## src/sv/plau_pkg.sv

```systemverilog
// Shared types, constants and the linearisation table for the proximity
// linearizer / auto-zero unit. No dependencies.
`timescale 1ns / 1ps

package plau_pkg;

  localparam int CH_W   = 3;
  localparam int SMP_W  = 12;
  localparam int DIST_W = 16;
  localparam int HOLD_W = 8;

  localparam int CHANNELS_DEF     = 8;
  localparam int TABLE_POINTS_DEF = 11;
  localparam int TABLE_LEN        = 11;
  localparam int STEP_MM          = 10;

  localparam logic [DIST_W-1:0] OUT_OF_RANGE  = 16'hFFFF;
  localparam logic [HOLD_W-1:0] HOLDOFF_RESET = 8'd25;

  typedef enum logic [2:0] {
    ST_IDLE,
    ST_LOAD,
    ST_SEARCH,
    ST_DIVIDE,
    ST_EVENT
  } plau_state_t;

  // Converter value at 0, 10, ..., 100 mm, strictly decreasing.
  function automatic logic [SMP_W-1:0] lin_point(input logic [4:0] j);
    logic [SMP_W-1:0] v;
    unique case (j)
      5'd0:    v = 12'd3788;
      5'd1:    v = 12'd3548;
      5'd2:    v = 12'd857;
      5'd3:    v = 12'd474;
      5'd4:    v = 12'd296;
      5'd5:    v = 12'd205;
      5'd6:    v = 12'd153;
      5'd7:    v = 12'd113;
      5'd8:    v = 12'd84;
      5'd9:    v = 12'd65;
      5'd10:   v = 12'd53;
      default: v = 12'd0;
    endcase
    return v;
  endfunction

endpackage

```

## src/sv/plau_if.sv

```systemverilog
// Handshake channel interfaces for the proximity linearizer: sample input,
// result output and holdoff configuration. Depends on plau_pkg.
`timescale 1ns / 1ps

interface plau_in_if;
  logic                        valid;
  logic                        ready;
  logic [plau_pkg::CH_W-1:0]   channel;
  logic [plau_pkg::SMP_W-1:0]  sample;

  modport source (output valid, output channel, output sample, input ready);
  modport sink   (input valid, input channel, input sample, output ready);
endinterface

interface plau_out_if;
  logic                        valid;
  logic                        ready;
  logic [plau_pkg::CH_W-1:0]   out_channel;
  logic [plau_pkg::DIST_W-1:0] distance_mm;
  logic [plau_pkg::SMP_W-1:0]  max_seen_out;
  logic                        send_event;

  modport source (output valid, output out_channel, output distance_mm,
                  output max_seen_out, output send_event, input ready);
  modport sink   (input valid, input out_channel, input distance_mm,
                  input max_seen_out, input send_event, output ready);
endinterface

interface plau_cfg_if;
  logic                        valid;
  logic                        ready;
  logic [plau_pkg::HOLD_W-1:0] data;

  modport source (output valid, output data, input ready);
  modport sink   (input valid, input data, output ready);
endinterface

```

## src/sv/proximity_linearizer_autozero_unit.sv

```systemverilog
// Sequence: the input transfer is registered; ST_LOAD updates the channel maximum and goes
// straight to ST_EVENT when the sample equals the channel maximum; otherwise the serial table
// search runs, and the 4-step interpolation divide follows when a point past the first is hit.
// Throughput: one item at a time; the next transfer is taken in the cycle after the result
// is loaded, and loading waits while a result is held and the receiver is not ready.
// Reset (rst, synchronous): maxima and holdoff counters clear, holdoff period 25.
`timescale 1ns / 1ps

module proximity_linearizer_autozero_unit #(
  parameter int CHANNELS     = plau_pkg::CHANNELS_DEF,
  parameter int TABLE_POINTS = plau_pkg::TABLE_POINTS_DEF
) (
  input  logic          clk,
  input  logic          rst,
  plau_in_if.sink       samples,
  plau_out_if.source    results,
  plau_cfg_if.sink      cfg
);

  localparam int IDX_W = (CHANNELS > 1) ? $clog2(CHANNELS) : 1;
  localparam int J_W   = $clog2(TABLE_POINTS);
  localparam int NPTS  = (TABLE_POINTS < plau_pkg::TABLE_LEN) ?
                         TABLE_POINTS : plau_pkg::TABLE_LEN;
  localparam logic [J_W-1:0] J_LAST = J_W'(NPTS - 1);

  plau_pkg::plau_state_t state, state_next;

  logic [plau_pkg::SMP_W-1:0]  max_seen [CHANNELS];
  logic [plau_pkg::HOLD_W-1:0] hold_cnt [CHANNELS];
  logic [plau_pkg::HOLD_W-1:0] period;

  logic [plau_pkg::CH_W-1:0]   ch_r;
  logic [plau_pkg::SMP_W-1:0]  smp_r;
  logic                        bad;
  logic [plau_pkg::SMP_W-1:0]  mx;
  logic [plau_pkg::SMP_W-1:0]  diff;
  logic [J_W-1:0]              j;
  logic [plau_pkg::SMP_W-1:0]  prev;
  logic [15:0]                 rem;
  logic [plau_pkg::SMP_W-1:0]  span;
  logic [3:0]                  quo;
  logic [1:0]                  k;
  logic [8:0]                  base;
  logic [plau_pkg::DIST_W-1:0] distance;

  logic [4:0]                  ch_ext;
  logic [IDX_W-1:0]            idx;
  logic [plau_pkg::SMP_W-1:0]  cur_max, new_max;
  logic [plau_pkg::SMP_W-1:0]  here;
  logic                        hit;
  logic [plau_pkg::SMP_W-1:0]  span_raw;
  logic [15:0]                 shifted;
  logic                        ge;
  logic [3:0]                  q_fin;
  logic                        fire;
  logic                        out_load;

  assign cfg.ready = 1'b1;

  assign ch_ext  = {2'b00, ch_r};
  assign idx     = ch_ext[IDX_W-1:0];
  assign cur_max = max_seen[idx];
  assign new_max = (cur_max < smp_r) ? smp_r : cur_max;
  assign here    = plau_pkg::lin_point(5'(j));
  assign hit     = (here <= diff);
  assign span_raw = prev - here;

  // Quotient stays below 10: diff lies under the previous point, so one
  // trial subtract per quotient bit, highest first.
  assign shifted = 16'(span) << k;
  assign ge      = (rem >= shifted);
  assign q_fin   = quo | (ge ? (4'b0001 << k) : 4'b0000);

  assign fire = !bad && ((distance != plau_pkg::OUT_OF_RANGE) || (hold_cnt[idx] == period));

  always_comb begin
    state_next = state;
    unique case (state)
      plau_pkg::ST_IDLE: begin
        if (samples.valid) state_next = plau_pkg::ST_LOAD;
      end
      plau_pkg::ST_LOAD: begin
        if (bad || (new_max == smp_r)) state_next = plau_pkg::ST_EVENT;
        else                            state_next = plau_pkg::ST_SEARCH;
      end
      plau_pkg::ST_SEARCH: begin
        if (hit) begin
          state_next = (j == '0) ? plau_pkg::ST_EVENT : plau_pkg::ST_DIVIDE;
        end else if (j == J_LAST) begin
          state_next = plau_pkg::ST_EVENT;
        end
      end
      plau_pkg::ST_DIVIDE: begin
        if (k == 2'd0) state_next = plau_pkg::ST_EVENT;
      end
      plau_pkg::ST_EVENT: begin
        if (!results.valid || results.ready) state_next = plau_pkg::ST_IDLE;
      end
      default: state_next = plau_pkg::ST_IDLE;
    endcase
  end

  always_comb begin
    samples.ready = 1'b0;
    out_load      = 1'b0;
    unique case (state)
      plau_pkg::ST_IDLE:  samples.ready = 1'b1;
      plau_pkg::ST_EVENT: out_load = !results.valid || results.ready;
      default: ;
    endcase
  end

  always_ff @(posedge clk) begin
    if (rst) state <= plau_pkg::ST_IDLE;
    else     state <= state_next;
  end

  always_ff @(posedge clk) begin
    if (rst) begin
      for (int c = 0; c < CHANNELS; c++) begin
        max_seen[c] <= '0;
        hold_cnt[c] <= '0;
      end
      period        <= plau_pkg::HOLDOFF_RESET;
      results.valid <= 1'b0;
    end else begin
      if (cfg.valid) period <= cfg.data;
      if (state == plau_pkg::ST_LOAD && !bad) max_seen[idx] <= new_max;
      if (out_load && !bad) begin
        hold_cnt[idx] <= fire ? '0 : hold_cnt[idx] + 8'd1;
      end
      if (out_load)           results.valid <= 1'b1;
      else if (results.ready) results.valid <= 1'b0;
    end
  end

  always_ff @(posedge clk) begin
    if (samples.valid && samples.ready) begin
      ch_r  <= samples.channel;
      smp_r <= samples.sample;
      bad   <= ({2'b00, samples.channel} >= 5'(CHANNELS));
    end
    case (state)
      plau_pkg::ST_LOAD: begin
        mx       <= new_max;
        diff     <= new_max - smp_r;
        distance <= '0;
        j        <= '0;
      end
      plau_pkg::ST_SEARCH: begin
        prev <= here;
        j    <= j + 1'b1;
        if (hit) begin
          rem  <= 16'(plau_pkg::STEP_MM) * 16'(diff - here);
          span <= (span_raw == '0) ? 12'd1 : span_raw;
          quo  <= '0;
          k    <= 2'd3;
          base <= 9'(plau_pkg::STEP_MM) * 9'(j);
        end else if (j == J_LAST) begin
          distance <= plau_pkg::OUT_OF_RANGE;
        end
      end
      plau_pkg::ST_DIVIDE: begin
        if (ge) rem <= rem - shifted;
        quo <= q_fin;
        k   <= k - 2'd1;
        if (k == 2'd0) begin
          distance <= (16'(base) >= 16'(q_fin)) ? 16'(base) - 16'(q_fin) : '0;
        end
      end
      plau_pkg::ST_EVENT: begin
        if (out_load) begin
          results.out_channel  <= ch_r;
          results.distance_mm  <= bad ? '0 : distance;
          results.max_seen_out <= bad ? '0 : mx;
          results.send_event   <= fire;
        end
      end
      default: ;
    endcase
  end

`ifndef SYNTH
  // A withheld result is always an out-of-range one or an unknown channel.
  a_quiet_only_oor: assert property (@(posedge clk) disable iff (rst)
    results.valid && !results.send_event |->
      (results.distance_mm == plau_pkg::OUT_OF_RANGE) ||
      ({2'b00, results.out_channel} >= 5'(CHANNELS)))
    else $error("result withheld although in range");

  a_dist_bound: assert property (@(posedge clk) disable iff (rst)
    results.valid && (results.distance_mm != plau_pkg::OUT_OF_RANGE) |->
      (results.distance_mm <= 16'(plau_pkg::STEP_MM * (NPTS - 1))))
    else $error("interpolated distance beyond table span");

  a_one_at_a_time: assert property (@(posedge clk) disable iff (rst)
    samples.valid && samples.ready |=> !samples.ready)
    else $error("second sample taken while one is in work");

  a_divide_digit: assert property (@(posedge clk) disable iff (rst)
    state == plau_pkg::ST_DIVIDE && k == 2'd0 |-> q_fin < 4'd10)
    else $error("interpolation fraction reached a full step");
`endif

endmodule

```

## src/flat_wrapper.sv

```systemverilog
// flat-port wrapper written by rule: the top's interface ports become plain ports
module proximity_linearizer_autozero_unit_flat 
#(
  parameter int CHANNELS     = plau_pkg::CHANNELS_DEF,
  parameter int TABLE_POINTS = plau_pkg::TABLE_POINTS_DEF
)
  (clk, rst, samples_valid, samples_channel, samples_sample, samples_ready, results_valid, results_out_channel, results_distance_mm, results_max_seen_out, results_send_event, results_ready, cfg_valid, cfg_data, cfg_ready);
  plau_in_if samples_i ();
  plau_out_if results_i ();
  plau_cfg_if cfg_i ();
  input  logic clk;
  input  logic rst;
  input wire logic [$bits(samples_i.valid)-1:0] samples_valid;
  input wire logic [$bits(samples_i.channel)-1:0] samples_channel;
  input wire logic [$bits(samples_i.sample)-1:0] samples_sample;
  output wire logic [$bits(samples_i.ready)-1:0] samples_ready;
  output wire logic [$bits(results_i.valid)-1:0] results_valid;
  output wire logic [$bits(results_i.out_channel)-1:0] results_out_channel;
  output wire logic [$bits(results_i.distance_mm)-1:0] results_distance_mm;
  output wire logic [$bits(results_i.max_seen_out)-1:0] results_max_seen_out;
  output wire logic [$bits(results_i.send_event)-1:0] results_send_event;
  input wire logic [$bits(results_i.ready)-1:0] results_ready;
  input wire logic [$bits(cfg_i.valid)-1:0] cfg_valid;
  input wire logic [$bits(cfg_i.data)-1:0] cfg_data;
  output wire logic [$bits(cfg_i.ready)-1:0] cfg_ready;
  assign samples_i.valid = samples_valid;
  assign samples_i.channel = samples_channel;
  assign samples_i.sample = samples_sample;
  assign samples_ready = samples_i.ready;
  assign results_valid = results_i.valid;
  assign results_out_channel = results_i.out_channel;
  assign results_distance_mm = results_i.distance_mm;
  assign results_max_seen_out = results_i.max_seen_out;
  assign results_send_event = results_i.send_event;
  assign results_i.ready = results_ready;
  assign cfg_i.valid = cfg_valid;
  assign cfg_i.data = cfg_data;
  assign cfg_ready = cfg_i.ready;
  proximity_linearizer_autozero_unit #(.CHANNELS(CHANNELS), .TABLE_POINTS(TABLE_POINTS)) u_core (.clk(clk), .rst(rst), .samples(samples_i), .results(results_i), .cfg(cfg_i));
endmodule
```

## config.mk

```make
export PLATFORM = sky130hd
export DESIGN_NAME = proximity_linearizer_autozero_unit_flat
export DESIGN_NICKNAME = d
export VERILOG_FILES = /design/src/sv/plau_pkg.sv /design/src/sv/plau_if.sv /design/src/sv/proximity_linearizer_autozero_unit.sv /design/src/flat_wrapper.sv
export SDC_FILE = /design/constraint.sdc
export NUM_CORES = 1
export LEC_CHECK = 0
export BUFFER_PORTS_ARGS = -buffer_cell sky130_fd_sc_hd__buf_4
export CORE_MARGIN = 3
export CORE_UTILIZATION = 57
export CTS_BUF_LIST = sky130_fd_sc_hd__clkbuf_4 sky130_fd_sc_hd__clkbuf_8 sky130_fd_sc_hd__clkbuf_16
export CTS_CLUSTER_DIAMETER = 30
export DETAILED_ROUTE_END_ITERATION = 10
export PLACE_DENSITY = 0.77
export RECOVER_POWER = 50
export SLEW_MARGIN = 10
export SYNTH_ARGS = -nofsm -noshare
export SYNTH_HDL_FRONTEND = slang
export SYNTH_SLANG_ARGS = --single-unit
```

## constraint.sdc

```tcl
create_clock -name clk -period 5.44 [get_ports clk]
set_input_delay 1.088 -clock clk [delete_from_list [all_inputs] [get_ports clk]]
set_output_delay 1.088 -clock clk [all_outputs]
set_load 0.005 [all_outputs]
```

# After elaboration in Yosys (flattened, before gate mapping)
# Memories as Yosys holds them, arrays and structs flattened. A register that Yosys moved wholly into a read port is not among the register bits.
# Cells that the tools add are included.
[classes] add_sub_neg=8 mul=2 n_lt_le_gt_ge=4 eq_ne=16 shifts=2 n_mux=45 bitwise_logic=1 reduce_logical=20
[ops] cell="2-to-1 mux 16 bit" count=6
[ops] cell="one-hot mux 16 bit (3 select lines)" count=1
[ops] cell="2-to-1 mux 3 bit" count=11
[ops] cell="one-hot mux 16 bit (2 select lines)" count=1
[ops] cell="2-to-1 mux 12 bit" count=2
[ops] cell="subtractor 12 bit" count=2
[ops] cell="greater-or-equal comparator 16 bit" count=1
[ops] cell="multiplier 3 x 16 -> 15 bit (first input constant)" count=1
[ops] cell="2-to-1 mux 8 bit" count=2
[ops] cell="!= test 16 bit (second input constant)" count=1
[ops] cell="one-hot mux 4 bit (2 select lines)" count=2
[ops] cell="left shift 12 x 2 -> 16 bit" count=1
[ops] cell="subtractor 16 bit" count=1
[ops] cell="one-hot mux 3 bit (5 select lines)" count=1
[ops] cell="2-to-1 mux 1 bit" count=14
[ops] cell="subtractor 12 x 12 -> 13 bit" count=1
[ops] cell="== test 12 bit" count=1
[ops] cell="<= comparator 12 bit" count=1
[ops] cell="logical NOT 12 bit" count=1
[ops] cell="less-than comparator 12 bit" count=1
[ops] cell="2-to-1 mux 4 bit" count=3
[ops] cell="OR reduction 12 bit" count=1
[ops] cell="!= test 2 x 1 -> 1 bit (second input constant)" count=5
[ops] cell="subtractor 8 x 4 -> 9 bit" count=1
[ops] cell="28 further kinds" count=36
[totals] regBits=156 ramBits=160 romBits=192 inputBits=28 out_inout_bits=35 mem_count=3
[mem_list] name="(name not given)" words=16 width=12 read_ports=1 rd_ports_with_merged_regs=1 wr=0 line="plau_pkg.sv:31" rtl="unique case (j)"
[mem_list] name="u_core.max_seen" words=8 width=12 read_ports=1 rd_ports_with_merged_regs=1 wr=8 line="proximity_linearizer_autozero_unit.sv:28" rtl="logic [plau_pkg::SMP_W-1:0] max_seen [CHANNELS];"
[mem_list] name="u_core.hold_cnt" words=8 width=8 read_ports=1 rd_ports_with_merged_regs=1 wr=8 line="proximity_linearizer_autozero_unit.sv:29" rtl="logic [plau_pkg::HOLD_W-1:0] hold_cnt [CHANNELS];"

# Depth between registers and ports, before layout
[logic_depth] depth_word=8 ltp_mapped=21

# Worst setup path before layout
# OpenSTA, ideal clock, no wires.
[synth_path] kind="reg2reg" startpoint="register (tool-made name)" endpoint="register u_core.diff[11] (netlist name), data pin" setup_ps=274 arrival_ps=5288 path_slack_ps=-122 stages_incl_launch_ff=22 path_buffers=3 cell_sequence="dfxtp_1 buf_2 buf_2 mux4_2 mux2_2 ha_1 a21o_1 a21o_1 a21o_1 a211oi_1 a21oi_2 buf_6 mux2i_4 inv_1 ha_1 nor2b_1 o21ai_0 a21boi_0 o41a_1 a41o_1 o41ai_1 xor2_1"
[synth_rtl] item="end signal, assigned" line="proximity_linearizer_autozero_unit.sv:146" rtl="diff <= new_max - smp_r;"
[synth_rtl] item="end, declared" line="proximity_linearizer_autozero_unit.sv:36" rtl="logic [plau_pkg::SMP_W-1:0] diff;"

==> flow_summary.yaml <==
worst_setup_path:
  cp-start-kind: "register"
  cp_data_arrival_time_ns: 5.49
  crit_path_frequent_cell: "a21o_1"
  critical_path_class: "reg2reg"
  required_ns: 5.72
  cp-end-kind: "register"
  path_cells: "buf_12 > mux4_2 > mux2_2 > ha_1 > a21o_1 > a21o_1 > a21o_1 > a211oi_2 > a21oi_4 > mux2i_4 > inv_1 > ha_1 > nor2b_1 > o21ai_0 > a21boi_0 > o41a_1 > a41o_1 > o41ai_2 > xor2_1"
  cp_slowest_cell: "mux4_2"
  slowest_delay_ns: 0.52
  crit_buf_inv: 2
  crit_family: "compound AO/OA/AOI/OAI gates"
  critPathMaxFanout: 23
sta:
  setup_violations: 0
  rsz0062_at_grt: "no"
  tightest_slew_ns: 1.81
  fin_crit_sh: 0.958
  hold_viol: 0
  drv_slew: 36
  max_freq_mhz: 192
  setup_tns_ns: 0
  clock-skew-final_ns: 0.0309
  maxSlewHeadroom: -0.203
  fin_crit_ns: 5.21
floorplanning:
  initial_core_util: 0.582
  die_h_um: 178
  core_um2: 28900
  design.die.area_um2: 31600
  io_pins: 63
  num_rows: 62
  die_x_um: 178
synthesis:
  synth_area_um2: 16800
  yosys_warnings: 0
  yosys_most_used_dff: "edfxtp_1"
  synthXorXnorAreaFrac: 0.0339
  synth_simple_gate_area_share: 0.126
  synth_top_cell_area_share: 0.517
  seq_area_frac_synth: 0.548
  synth_area_per_cell_um2: 12.3
  synth_cell_types: 76
  syn_inst: 1362
  yosys.area.top_type: "edfxtp_1"
  synth_edf_count: 289
  async_flop_share: 0
  synth_compound_area_frac: 0.0767
  syn_nets: 1501
  synth_top_family_by_area: "simple AND/OR/NAND/NOR gates"
  synth-adder-area-share: 0.0858
  synth_seq_cells: 315
  synthMuxAreaShare: 0.0975
  yosys-top-cells-area: "edfxtp_1 52%, ha_1 7.7%, mux4_2 5.9%, nor2_1 5.4%, dfxtp_1 3.1%"
clocking:
  cts_root_buf: "clkbuf_16"
  cts.sinks: 315
  ctsHoldBuffers: 0
  cts_tree: "done"
  clock_latency_ns: 0.59
  htreeDepth: 2
  numCtsBuffers: 58
  cts.clk_slew.worst_paths_ns: 0.06
  clock_path_buffers: 3
drt:
  viasPerCell: 5.80
  ant_nets: 0
  post_drt_wl_per_cell_um: 19.5
  drcViolationCount: 0
  wirelength_mm: 36.8
  drtPass1Iterations: 5
  num_vias: 11000
  drt_iter0_drc: 900
global_route:
  grt_start_max_net_pins: 32
  antenna_found_initial: 0
  grt_pass1_wl_mm: 57.9
  grt.overflow.total: 0
  groute.usage.overall: 0.235
  first_global_vias: 11000
min_path:
  min_path_type: "reg2reg"
cells_and_area:
  nets: 1595
  syn_to_final_growth_pct: 17.5
  fin_cells: 1890
  layout-drive-gt1-share: 0.195
  antenna_cells: 0
  fin_area_um2: 19700
placement:
  placedCellCount: 1777
  port_buffers: 61
  gp_congestion: 0.885
  dp_hpwl_mm: 25.1
  dpl_cell_area_um2: 17700
job:
  max-cap-violations: 2
outcome:
  status: "finished with violations"
  violations: "max-capacitance violations, max-slew violations"
==> through the flow <==
stage	util	hold WS (ns)	setup slack (ns)
final	0.683	0.425	0.231
after CTS	0.684	0.425	0.0430
after global placement	0.612	0.414	0.200
after detailed placement	0.612	0.407	0.0388
after global routing	0.683	0.434	0.00616
after floorplan	-	0.400	0.0587
==> metal layers <==
layer,up-vias,global-route usage,share of wire
li1,5185,-,-
met1,5299,0.309,0.41
met2,412,0.389,0.49
met3,75,0.0496,0.076
met4,0,0.0818,0.024
met5,-,0,0
==> registers in the layout (all words and copies together) (netlist names), 11 cells and up, named ones only <==
| register | count |
|---|---|
| u_core.max_seen | 96 |
| u_core.prev | 11 |
| u_core.hold_cnt | 64 |
| u_core.results.max_seen_out | 12 |
| u_core.diff | 12 |
| u_core.here | 11 |
| u_core.rem | 16 |
| u_core.smp_r | 12 |
| u_core.mx | 12 |
| u_core.span | 12 |
==> repair_timing <==
action | CTS | global route
endpoints found under the setup margin | 1 | 2
gates resized for setup | 1 | 1
hold endpoints to repair | 0 | 0
setup buffers | 0 | 3
==> cell type report <==
type / count / area [um2]
repair buffers: 84 / 617
fillers: 2055 / 9140
inverters: 81 / 304
clock buffers: 67 / 1580
well taps: 384 / 480
flip-flops and latches: 315 / 9200
multi-input cells: 916 / 7060
clock inverters: 43 / 484
==> path summary, 6_finish.rpt <==
check	start	to	slack, ns	depth (start not counted)
worst min-delay path	u_core.mx[11]	u_core.results.max_seen_out[11]	0.43	0
worst max-delay path	register	u_core.diff[11]	0.23	19
worst min register to register	u_core.mx[11]	u_core.results.max_seen_out[11]	0.43	0
worst max register to register	register	u_core.diff[11]	0.23	19
==> synthesized netlist by cell type, types with 21 or more instances <==
cell,instances
nor2_1,242
nand3_1,21
o21ai_0,36
ha_1,104
nor3_1,23
xnor2_1,46
nor2b_1,22
clkbuf_1,33
mux4_2,44
inv_1,81
edfxtp_1,289
dfxtp_1,26
nand2_1,64
nand2b_1,24
a21oi_1,54
==> cell families (layout without fill, tap and decap cells) <==
logic type / count (synthesis) / in the layout
AO/OA/AOI/OAI: 192 / 192
AND/OR/NAND/NOR: 454 / 454
adder cells (fa/ha/maj): 111 / 111
buffers and inverters: 131 / 275
XOR/XNOR: 65 / 65
other: 1 / 1
flip-flops: 315 / 315
multiplexers: 93 / 93
==> placed cells by master, fill, tap and decap left out, types with 29 or more instances in the layout <==
cell,synthesis,layout
mux4_2,44,44
buf_4,8,29
xnor2_1,46,46
inv_1,81,81
nor2_1,242,242
a21oi_1,54,54
ha_1,104,104
clkbuf_4,0,52
o21ai_0,36,36
edfxtp_1,289,289
nand2_1,64,64
clkbuf_16,0,61
Power is left out: the tool's default activity adds up to more than one toggle a clock period on the data nets, which glitch-free logic cannot reach.
